`config.mk`:
```
export PLATFORM = sky130hd
export DESIGN_NAME = stepper_step_sequencer_unit
export DESIGN_NICKNAME = d
export VERILOG_FILES = /design/src/sv/ssq_pkg.sv /design/src/sv/ssq_ram.sv /design/src/sv/ssq_queue.sv /design/src/sv/ssq_skid.sv /design/src/sv/stepper_step_sequencer_unit.sv
export SDC_FILE = /design/constraint.sdc
export NUM_CORES = 1
export LEC_CHECK = 0
export BUFFER_PORTS_ARGS = -buffer_cell sky130_fd_sc_hd__buf_2
export CAP_MARGIN = 10
export CORE_MARGIN = 2
export CORE_UTILIZATION = 30
export CTS_BUF_LIST = sky130_fd_sc_hd__clkbuf_16
export CTS_CLUSTER_DIAMETER = 120
export DETAILED_ROUTE_END_ITERATION = 7
export PLACE_DENSITY_LB_ADDON = 0.12
export RECOVER_POWER = 25
export SLEW_MARGIN = 20
export SYNTH_ARGS = -nofsm -noshare
export SYNTH_HDL_FRONTEND = slang
export SYNTH_SLANG_ARGS = --single-unit
```
`constraint.sdc`:
```
create_clock -name aclk -period 12.49 [get_ports aclk]
set_input_delay 1.8735 -clock aclk [delete_from_list [all_inputs] [get_ports aclk]]
set_output_delay 1.8735 -clock aclk [all_outputs]
set_load 0.01 [all_outputs]
```
`src/sv/ssq_pkg.sv`:
```
// ---------------------------------------------------------------------------
// ssq_pkg: shared types and constants for the step sequencer
// Holds the input and result word layouts, the queued record layout and the
// control and status bundles passed between the sequencer and its queue.
// ---------------------------------------------------------------------------
package ssq_pkg;

    localparam int NUM_AXES = 3;

    // Function codes carried in the input word.
    localparam logic FUNC_TICK = 1'b0;
    localparam logic FUNC_PUSH = 1'b1;

    // One input word.
    typedef struct packed {
        logic        func;
        logic [15:0] period;
        logic [2:0]  step_mask;
        logic [2:0]  flip_mask;
        logic [2:0]  start_dirs;
        logic        first_of_motion;
        logic        pause;
    } ssq_in_t;

    // One result word.
    typedef struct packed {
        logic [2:0]   step_pins;
        logic [2:0]   dir_pins;
        logic signed [31:0] pos_x;
        logic signed [31:0] pos_y;
        logic signed [31:0] pos_z;
        logic         accepted;
        logic         stepped;
        logic         busy_res;
    } ssq_out_t;

    // One queued step record.
    typedef struct packed {
        logic [15:0] period;
        logic [2:0]  step_mask;
        logic [2:0]  flip_mask;
        logic [2:0]  start_dirs;
        logic        first;
    } ssq_rec_t;

    // Requests from the sequencer to the queue.
    typedef struct packed {
        logic     push;
        logic     pop;
        ssq_rec_t wdata;
    } ssq_qctl_t;

    // Queue status seen by the sequencer.
    typedef struct packed {
        logic     empty;
        logic     full;
        logic     single;
        ssq_rec_t head;
    } ssq_qstat_t;

endpackage

```
`src/sv/ssq_ram.sv`:
```
// ---------------------------------------------------------------------------
// ssq_ram: generic simple dual-port RAM
// One write port and one read port; the read data is registered.
// ---------------------------------------------------------------------------
module ssq_ram #(
    parameter int WIDTH = 26,
    parameter int DEPTH = 16
) (
    input  logic                     aclk,
    input  logic                     we,
    input  logic [$clog2(DEPTH)-1:0] waddr,
    input  logic [WIDTH-1:0]         wdata,
    input  logic [$clog2(DEPTH)-1:0] raddr,
    output logic [WIDTH-1:0]         rdata
);

    logic [WIDTH-1:0] mem [DEPTH];

    // Write port and registered read port.
    always_ff @(posedge aclk) begin
        if (we) begin
            mem[waddr] <= wdata;
        end
        rdata <= mem[raddr];
    end

endmodule

```
`src/sv/ssq_queue.sv`:
```
// ---------------------------------------------------------------------------
// ssq_queue: step record queue with a registered head entry
// Records live in a RAM ring. The head record is also held in a register so
// that it can be used and replaced in every cycle; the RAM is always reading
// the entry behind the head, with a bypass for a write to that same entry.
// ---------------------------------------------------------------------------
module ssq_queue import ssq_pkg::*; #(
    parameter int QUEUE_DEPTH = 16
) (
    input  logic       aclk,
    input  logic       aresetn,
    input  ssq_qctl_t  ctl,
    output ssq_qstat_t stat
);

    localparam int PTR_W = $clog2(QUEUE_DEPTH);
    localparam int CNT_W = $clog2(QUEUE_DEPTH + 1);
    localparam int REC_W = $bits(ssq_rec_t);

    logic [PTR_W-1:0] head_ptr_reg, head_ptr_next;
    logic [PTR_W-1:0] tail_ptr_reg, tail_ptr_next;
    logic [CNT_W-1:0] count_reg, count_next;
    ssq_rec_t         head_reg, head_next;
    logic             byp_valid_reg, byp_valid_next;
    ssq_rec_t         byp_data_reg;
    logic [PTR_W-1:0] rd_addr;
    logic [REC_W-1:0] rd_data;
    ssq_rec_t         behind_head;

    function automatic logic [PTR_W-1:0] ptr_inc(input logic [PTR_W-1:0] p);
        return (p == PTR_W'(QUEUE_DEPTH - 1)) ? '0 : p + 1'b1;
    endfunction

    ssq_ram #(
        .WIDTH(REC_W),
        .DEPTH(QUEUE_DEPTH)
    ) u_ram (
        .aclk (aclk),
        .we   (ctl.push),
        .waddr(tail_ptr_reg),
        .wdata(ctl.wdata),
        .raddr(rd_addr),
        .rdata(rd_data)
    );

    // The RAM looks one entry past the head the queue will have next cycle.
    assign rd_addr     = ctl.pop ? ptr_inc(ptr_inc(head_ptr_reg)) : ptr_inc(head_ptr_reg);
    assign behind_head = byp_valid_reg ? byp_data_reg : ssq_rec_t'(rd_data);

    // Pointer, count and head register updates.
    always_comb begin
        head_ptr_next  = head_ptr_reg;
        tail_ptr_next  = tail_ptr_reg;
        count_next     = count_reg;
        head_next      = head_reg;
        byp_valid_next = ctl.push && (tail_ptr_reg == rd_addr);
        if (ctl.push) begin
            tail_ptr_next = ptr_inc(tail_ptr_reg);
            count_next    = count_reg + 1'b1;
            if (count_reg == '0) begin
                head_next = ctl.wdata;
            end
        end else if (ctl.pop) begin
            head_ptr_next = ptr_inc(head_ptr_reg);
            count_next    = count_reg - 1'b1;
            head_next     = behind_head;
        end
    end

    always_ff @(posedge aclk) begin
        if (!aresetn) begin
            head_ptr_reg  <= '0;
            tail_ptr_reg  <= '0;
            count_reg     <= '0;
            byp_valid_reg <= 1'b0;
        end else begin
            head_ptr_reg  <= head_ptr_next;
            tail_ptr_reg  <= tail_ptr_next;
            count_reg     <= count_next;
            byp_valid_reg <= byp_valid_next;
        end
    end

    always_ff @(posedge aclk) begin
        head_reg     <= head_next;
        byp_data_reg <= ctl.wdata;
    end

    assign stat.empty  = (count_reg == '0);
    assign stat.full   = (count_reg == CNT_W'(QUEUE_DEPTH));
    assign stat.single = (count_reg == CNT_W'(1));
    assign stat.head   = head_reg;

endmodule

```
`src/sv/ssq_skid.sv`:
```
// ---------------------------------------------------------------------------
// ssq_skid: two-entry result buffer
// Holds the result word for the receiver and one more in a skid register,
// so the sequencer can take one more word while a result waits.
// ---------------------------------------------------------------------------
module ssq_skid import ssq_pkg::*; (
    input  logic     aclk,
    input  logic     aresetn,
    input  logic     in_valid,
    output logic     in_ready,
    input  ssq_out_t in_data,
    output logic     out_valid,
    input  logic     out_ready,
    output ssq_out_t out_data
);

    logic     out_valid_reg, out_valid_next;
    logic     skid_valid_reg, skid_valid_next;
    ssq_out_t out_data_reg, out_data_next;
    ssq_out_t skid_data_reg, skid_data_next;

    assign in_ready  = !skid_valid_reg;
    assign out_valid = out_valid_reg;
    assign out_data  = out_data_reg;

    // Refill the output slot when it frees, else park the new word.
    always_comb begin
        out_valid_next  = out_valid_reg;
        skid_valid_next = skid_valid_reg;
        out_data_next   = out_data_reg;
        skid_data_next  = skid_data_reg;
        if (out_ready || !out_valid_reg) begin
            if (skid_valid_reg) begin
                out_valid_next  = 1'b1;
                out_data_next   = skid_data_reg;
                skid_valid_next = 1'b0;
            end else begin
                out_valid_next = in_valid;
                out_data_next  = in_data;
            end
        end else if (in_valid && in_ready) begin
            skid_valid_next = 1'b1;
            skid_data_next  = in_data;
        end
    end

    always_ff @(posedge aclk) begin
        if (!aresetn) begin
            out_valid_reg  <= 1'b0;
            skid_valid_reg <= 1'b0;
        end else begin
            out_valid_reg  <= out_valid_next;
            skid_valid_reg <= skid_valid_next;
        end
    end

    always_ff @(posedge aclk) begin
        out_data_reg  <= out_data_next;
        skid_data_reg <= skid_data_next;
    end

endmodule

```
`src/sv/stepper_step_sequencer_unit.sv`:
```
// ---------------------------------------------------------------------------
// stepper_step_sequencer_unit: three-axis stepper step pulse sequencer
// Queues step records and plays them out against a tick count.
// ---------------------------------------------------------------------------
// Usage:
// The s_ channel takes one word per cycle while s_ready is high: either a
// timer tick or a push of one step record into the record queue. Every
// accepted word gives exactly one result word on the m_ channel with the
// step and direction levels, the three axis positions and the accepted,
// stepped and busy flags after it, registered in the result buffer.
// Throughput is one word per cycle while s_ready is high: the sequencer
// state, the head record register and the queue RAM all update together,
// and the queue RAM keeps the entry behind the head read ahead so
// back-to-back steps need no stall. When the receiver stalls, one more
// word is taken into a skid register and s_ready then drops until the
// receiver takes a result. Reset clears the queue count, counter, period,
// levels and positions at once; the queue RAM needs no clearing pass, and
// words are taken as soon as reset is released.
// ---------------------------------------------------------------------------
module stepper_step_sequencer_unit import ssq_pkg::*; #(
    parameter int QUEUE_DEPTH    = 16,
    parameter int POSITION_WIDTH = 32
) (
    input  logic     aclk,
    input  logic     aresetn,
    input  logic     s_valid,
    output logic     s_ready,
    input  ssq_in_t  s_data,
    output logic     m_valid,
    input  logic     m_ready,
    output ssq_out_t m_data
);

    localparam int POS_W = POSITION_WIDTH;

    logic             accept;
    logic             is_push;
    ssq_qctl_t        qctl;
    ssq_qstat_t       qstat;
    ssq_out_t         result;
    logic             stepped;
    logic             pop_req;
    logic             busy;
    logic [2:0]       dir_base;

    logic [15:0]      tick_cnt_reg, tick_cnt_next;
    logic [15:0]      period_reg, period_next;
    logic             running_reg, running_next;
    logic [2:0]       step_reg, step_next;
    logic [2:0]       dir_reg, dir_next;
    logic [POS_W-1:0] pos_reg [NUM_AXES];
    logic [POS_W-1:0] pos_next [NUM_AXES];

    assign accept  = s_valid && s_ready;
    assign is_push = (s_data.func == FUNC_PUSH);

    // Record write into the queue.
    assign qctl.push             = accept && is_push && !qstat.full;
    assign qctl.pop              = pop_req;
    assign qctl.wdata.period     = s_data.period;
    assign qctl.wdata.step_mask  = s_data.step_mask;
    assign qctl.wdata.flip_mask  = s_data.flip_mask;
    assign qctl.wdata.start_dirs = s_data.start_dirs;
    assign qctl.wdata.first      = s_data.first_of_motion;

    ssq_queue #(
        .QUEUE_DEPTH(QUEUE_DEPTH)
    ) u_queue (
        .aclk   (aclk),
        .aresetn(aresetn),
        .ctl    (qctl),
        .stat   (qstat)
    );

    // Tick handling: idle start, count up, at match run head or go idle.
    assign dir_base = qstat.head.first ? qstat.head.start_dirs : dir_reg;

    always_comb begin
        tick_cnt_next = tick_cnt_reg;
        period_next   = period_reg;
        running_next  = running_reg;
        step_next     = step_reg;
        dir_next      = dir_reg;
        stepped       = 1'b0;
        pop_req       = 1'b0;
        for (int a = 0; a < NUM_AXES; a++) begin
            pos_next[a] = pos_reg[a];
        end
        if (accept && !is_push) begin
            if (!running_reg) begin
                if (!qstat.empty) begin
                    period_next   = qstat.head.period;
                    tick_cnt_next = '0;
                    running_next  = 1'b1;
                end
            end else if (tick_cnt_reg != period_reg) begin
                tick_cnt_next = tick_cnt_reg + 1'b1;
            end else if (!s_data.pause) begin
                if (!qstat.empty) begin
                    pop_req   = 1'b1;
                    stepped   = 1'b1;
                    step_next = step_reg ^ qstat.head.step_mask;
                    for (int a = 0; a < NUM_AXES; a++) begin
                        if (qstat.head.step_mask[a]) begin
                            pos_next[a] = pos_reg[a] +
                                (dir_base[a] ? POS_W'(1) : {POS_W{1'b1}});
                        end
                    end
                    dir_next      = dir_base ^ qstat.head.flip_mask;
                    period_next   = qstat.head.period;
                    tick_cnt_next = '0;
                end else begin
                    running_next  = 1'b0;
                    tick_cnt_next = '0;
                end
            end
        end
    end

    // Busy after this word: running, or the queue still holds a record.
    assign busy = running_next || qctl.push || !(qstat.empty || (qstat.single && qctl.pop));

    always_ff @(posedge aclk) begin
        if (!aresetn) begin
            tick_cnt_reg <= '0;
            period_reg   <= '0;
            running_reg  <= 1'b0;
            step_reg     <= '0;
            dir_reg      <= '0;
            for (int a = 0; a < NUM_AXES; a++) begin
                pos_reg[a] <= '0;
            end
        end else begin
            tick_cnt_reg <= tick_cnt_next;
            period_reg   <= period_next;
            running_reg  <= running_next;
            step_reg     <= step_next;
            dir_reg      <= dir_next;
            for (int a = 0; a < NUM_AXES; a++) begin
                pos_reg[a] <= pos_next[a];
            end
        end
    end

    // Result word, positions sign-extended or cut to 32 bits.
    assign result.step_pins = step_next;
    assign result.dir_pins  = dir_next;
    assign result.pos_x     = 32'(signed'(pos_next[0]));
    assign result.pos_y     = 32'(signed'(pos_next[1]));
    assign result.pos_z     = 32'(signed'(pos_next[2]));
    assign result.accepted  = qctl.push;
    assign result.stepped   = stepped;
    assign result.busy_res  = busy;

    ssq_skid u_skid (
        .aclk     (aclk),
        .aresetn  (aresetn),
        .in_valid (accept),
        .in_ready (s_ready),
        .in_data  (result),
        .out_valid(m_valid),
        .out_ready(m_ready),
        .out_data (m_data)
    );

endmodule

```
* After elaboration in Yosys (flattened, before gate mapping)
Memories as Yosys holds them, arrays and structs flattened. A register that Yosys moved wholly into a read port is not among the register bits.
Index checks and enable logic that the tools add are counted.
** Word-level totals
- Register bits after elaboration :: 317
- RAM bits :: 512
- Input bits :: 32
- Output and inout port bits :: 107
- Logic and storage cells :: 150
- Memories :: 2
** Memories
- u_queue.u_ram.mem :: words 16, bits a word 26, read ports 1, clocked after memory_dff 1, write ports 1, RTL line ssq_ram.sv:17 : logic [WIDTH-1:0] mem [DEPTH];
- pos_reg :: words 3, bits a word 32, read ports 3, clocked after memory_dff 0, write ports 3, RTL line stepper_step_sequencer_unit.sv:51 : logic [POS_W-1:0] pos_reg [NUM_AXES];
** Cells by class
- Add/sub/neg operators :: 9
- Equal/unequal tests :: 12
- Muxes and demuxes :: 58
- Bitwise gates (word level) :: 8
- Reductions and logical operators :: 24
** Operator list (count)
- $mux 96 :: 5
- $mux 32 :: 9
- $mux 16 :: 8
- $mux 105 :: 1
- $mux 26 :: 4
- $add 32x32->32 :: 3
- $mux 3 :: 11
- $add 16x1->16 const B :: 1
- $mux 4 :: 4
- $ne 16x16->1 :: 1
- $mux 1 :: 14
- $add 4x1->4 const B :: 3
- $eq 4x4->1 const B :: 3
- $mux 5 :: 2
- $logic_and 1x1->1 :: 7
- $ne 2x2->1 const B :: 3
- $reduce_and 2->1 :: 3
- $reduce_and 3->1 :: 2
- $xor 3x3->3 :: 2
- $add 5x1->5 const B :: 1
- $eq 5x1->1 const B :: 1
- $eq 5x5->1 const B :: 1
- $logic_not 1->1 :: 5
- $logic_not 5->1 :: 1
- other kinds (9) :: 16

* Depth between registers and ports, before layout
- Word-level depth :: 11
- Mapped depth :: 15
- Depth with buffers taken out :: 12

* Modules after synthesis
A second synthesis with hierarchy kept.
** Unflattened totals
- Cells, all modules :: 2639
- Area, all modules :: 37688.6 um2
** Modules (own cells, without submodules)
- ssq_ram :: times used 1, cells each 686, area an instance 16377.0 um2, sequential area each 13012.5 um2
- stepper_step_sequencer_unit :: times used 1, cells each 1372, area an instance 10785.3 um2, sequential area each 2702.6 um2
- ssq_skid :: times used 1, cells each 335, area an instance 7722.4 um2, sequential area each 6346.1 um2
- ssq_queue :: times used 1, cells each 246, area an instance 2803.9 um2, sequential area each 1581.5 um2

* Worst setup path after synthesis
No wires, ideal clock.
- Path type :: input to register
- From :: input m_ready
- To :: register u_skid.skid_data_reg[0] (netlist name), enable pin
- Setup time :: 719 ps
- Data arrival time :: 12320 ps
- Data required time :: 11771 ps
- Slack :: -549 ps
- Stages :: 2
- Path buffers :: 0
- Cells stage by stage :: nand2b_1 nor3b_1
** On the way
- Word-level cells in the longest chain between the ends :: 3
** Ends and longest elaborated chain
- start: declaration :: RTL line stepper_step_sequencer_unit.sv:30 : input logic m_ready,
- $logic_or 1x1->1 :: RTL line ssq_skid.sv:32 : if (out_ready || !out_valid_reg) begin
- $not 1->1 (no source line)
- $reduce_and 2->1 (no source line)
- end signal: assignment :: RTL line ssq_skid.sv:59 : skid_data_reg <= skid_data_next;
- end: declaration :: RTL line ssq_skid.sv:20 : ssq_out_t skid_data_reg, skid_data_next;
No other way between the ends.
A chain may end at the register's enable or synchronous reset.

* Final worst setup path
- From :: input s_valid
- To :: register u_queue.u_ram.rdata[25], read port of u_queue.u_ram.mem
** On the way
- Word-level cells in the longest chain between the ends :: 4
** Ends and longest elaborated chain
- start: declaration :: RTL line stepper_step_sequencer_unit.sv:26 : input logic s_valid,
- $logic_and 1x1->1 :: RTL line stepper_step_sequencer_unit.sv:54 : assign accept = s_valid && s_ready;
- $logic_and 1x1->1 :: RTL line stepper_step_sequencer_unit.sv:89 : if (accept && !is_push) begin
- $mux 1 :: RTL line stepper_step_sequencer_unit.sv:89
- $mux 4 :: RTL line ssq_queue.sv:47 : assign rd_addr = ctl.pop ? ptr_inc(ptr_inc(head_ptr_reg)) : ptr_inc(head_ptr_reg);
- end: declaration :: RTL line ssq_ram.sv:14 : output logic [WIDTH-1:0] rdata
No other way between the ends.

==> impl_metrics.ini <==
[worst_setup_path]
cp-start-kind = primary input
startpoint = s_valid
cpPeakStageDelay_ns = 0.79
required_ns = 13.09
cp-end-kind = flip-flop
slowest_stage = buf_4
r2r_setup_slack_ns = 7.60
worstRegToRegCells = 12
path_delay_family = simple AND/OR/NAND/NOR gates
reg2reg_to = u_queue.u_ram.rdata[25]
r2r-start = u_queue.count_reg[0]
cp_max_fo = 67
crit_arrival_ns = 6.42
crit_chain = buf_2 > nor3b_4 > nand2_1 > nor3_2 > nand2_4 > clkinv_4 > xnor2_2 > nand2b_4 > buf_4 > o22ai_1 > nor4_1 > o32a_1
crit_buf_inv = 3
path_class = in2reg

[logic_synthesis]
synth-edff-count = 652
synth_compound_area_frac = 0.133
synth_top_area_frac = 0.514
synth_cells = 3204
synth_cell_types = 83
netlist_area_mm2 = 0.0381
synth-adder-area-share = 0.0374
synthTopCellsByCount = 652 x edfxtp_1, 312 x nor2_1, 203 x dfxtp_1
syn_avg_cell_area_um2 = 11.9
synth_nets = 3348
yosysMostFrequentCell = edfxtp_1
synth_xor_area_frac = 0.0227
synth.largest_area_cell = edfxtp_1
ys_warn_count = 0
dominantRegCellSynth = edfxtp_1
ys_seq_elements = 855
yosysSeqAreaShare = 0.621
yosys.area_share.simple = 0.121
synth_area_leaders = edfxtp_1 51%, dfxtp_1 11%, ha_1 3.6%
synth_mux_area_frac = 0.0374
synth_top_family_by_area = compound AO/OA/AOI/OAI gates
async_flop_share = 0

[layout]
area_growth_pct = 15.6
fillers = 12500
fin_nets = 3463
drive_gt1_frac = 0.123
largest_register_ffs = 416

[cts]
htreeDepth = 3
post_cts_buffers = 0
cts.clk_slew.worst_paths_ns = 0.06
clock_sinks = 855
insertion_delay_ns = 0.67
cts_resized = 0
cts-root-buf = clkbuf_16
cts_buffers = 99
cts_tree = yes
clockBufferDepth = 3
hold_buffers = 0

[sta]
max_slew_margin = 0.380
grt_setup_unrepaired = false
hold_viol_final = 0
fin_crit_ns = 5.83
whs_ns = 0.480
setup_viol = 0
fin_setup_tns_ns = 0
period_share = 0.466
finalMaxSlewViolations = 0
tightestPinTransition_ns = 0.931
worst_clock_skew_ns = 0.0240
fmax_mhz = 172

[drt]
drc = 0
initialDrtViolationCount = 1849
ant_nets = 0
wl_um = 106000
dr.pass1.iters = 5
post_drt_via_cell_ratio = 5.03
wire_per_inst_um = 21.0
vias = 25400

[power_and_ir_drop]
p_leak_nw = 16.6
ir_drop_mv = 0.0990
power_switching_w = 0.00138
clkPwrFrac = 0.462
p_comb_frac = 0.040
power_density_mw_per_mm2 = 143
p_seq_frac = 0.497
power.internal_w = 0.00489
swShare = 0.220

[placement]
numPortBuffers = 138
gp_congestion = 0.791
dp_hpwl_um = 63800

[global_route]
grt_overflow = 0
antenna_found_initial = 9
grt_pass1_vias = 25100
grt_pass1_wl_um = 161000
grt_util_all_layers = 0.161
grt_max_degree = 84

[floorplan]
core-area_mm2 = 0.126
rows = 130
die_y_um = 360
die-area_mm2 = 0.130
fp.dieW_um = 360
io_pins = 139
start_util = 0.303

[worst_hold_path]
hold_path_class = reg2reg
min_from = u_queue.stat[21]
hold_depth = 2
worstHoldEndpoint = period_reg[11]

[status]
status = complete, no violations

[run]
drv_cap = 0
[cell families after synthesis]
| kind of cell | Yosys count |
|---|---|
| xor+xnor | 98 |
| simple gates | 946 |
| compound gates | 791 |
| buf+inv | 266 |
| flops | 855 |
| mux | 136 |
| fa+ha+maj | 112 |
[final cells by class]
cell class | instances | area [µm²] | area share
diodes | 1 | 2.50 | 0.0000569
clock buffers | 101 | 2530 | 0.0574
clock inverters | 86 | 737 | 0.0167
inverters | 90 | 349 | 0.00793
multi-input cells | 2083 | 13600 | 0.309
flip-flops and latches | 855 | 23600 | 0.537
well taps | 1650 | 2060 | 0.0469
repair buffers | 190 | 1070 | 0.0243
[placed cells by master (no fill, tap or decap), types with 17 or more instances in the layout]
cell / instances
buf_4: 51
and2_1: 93
nor4_1: 39
a31oi_1: 25
ha_1: 108
nor3_1: 93
o31ai_1: 17
a21o_1: 46
xnor2_1: 49
o22ai_1: 154
mux2_2: 51
xor2_1: 48
or4_1: 22
dfxtp_1: 201
and3_1: 25
clkinv_1: 21
nand2_1: 192
edfxtp_1: 652
nand4_1: 27
nand3_1: 34
nor2b_1: 40
mux2i_1: 83
o21ai_0: 135
clkbuf_1: 26
buf_2: 112
a21oi_1: 188
a211oi_1: 70
inv_1: 110
o221ai_1: 19
nor2_1: 300
clkbuf_16: 101
clkinv_2: 17
[power by group through the flow]
stage          Clock (W)  Combinational, W  Sequential (W)
2_1_floorplan          0          0.000137         0.00319
3_3_place_gp           0          0.000256         0.00318
3_5_place_dp           0          0.000256         0.00318
4_1_cts          0.00300          0.000257         0.00312
5_1_grt          0.00311          0.000280         0.00313
6_report         0.00290          0.000252         0.00312
[through the flow]
stage	instances	instance area, µm²	util	total power, W	setup WS (ns)
after CTS	5055	44000	0.350	0.00637	6.73
after detailed placement	4868	40800	0.324	0.00344	6.01
after floorplan	3204	38100	-	0.00333	0.664
after global routing	5055	44000	0.350	0.00652	6.38
final	5056	44000	0.350	0.00628	6.66
after global placement	4867	40800	0.324	0.00344	6.16
[worst max-delay path by stage]
stage | endpoint | depth (start not counted)
after global placement | u_queue.u_ram.rdata[24] | 11
final | u_queue.u_ram.rdata[25] | 12
after detailed placement | u_queue.u_ram.rdata[4] | 12
after floorplan | u_skid.skid_data_reg[0] | 2
after global routing | u_queue.u_ram.rdata[25] | 12
after CTS | u_queue.u_ram.rdata[4] | 12
[worst register-to-register path, delay by kind of cell, from the launching register on]
| family | cells | cell delay, ns |
|---|---|---|
| buffers and inverters | 3 | 1.32 |
| and+or+nand+nor | 5 | 2.20 |
| DFF | 1 | 0.41 |
| adders and majority gates | 1 | 0.27 |
| xor gates and xnor gates | 1 | 0.28 |
| AOI/OAI and AO/OA | 2 | 0.36 |
[routing by layer]
metal	GRT usage	up-vias	wire length, µm	part of all wire
met5	0	-	9	0.000085
met4	0.0415	2	2070	0.020
met3	0.0237	120	4330	0.041
met2	0.261	474	48900	0.46
met1	0.225	12500	50800	0.48
li1	-	12300	-	-
Note: power is estimated with default switching activity, not from simulation.
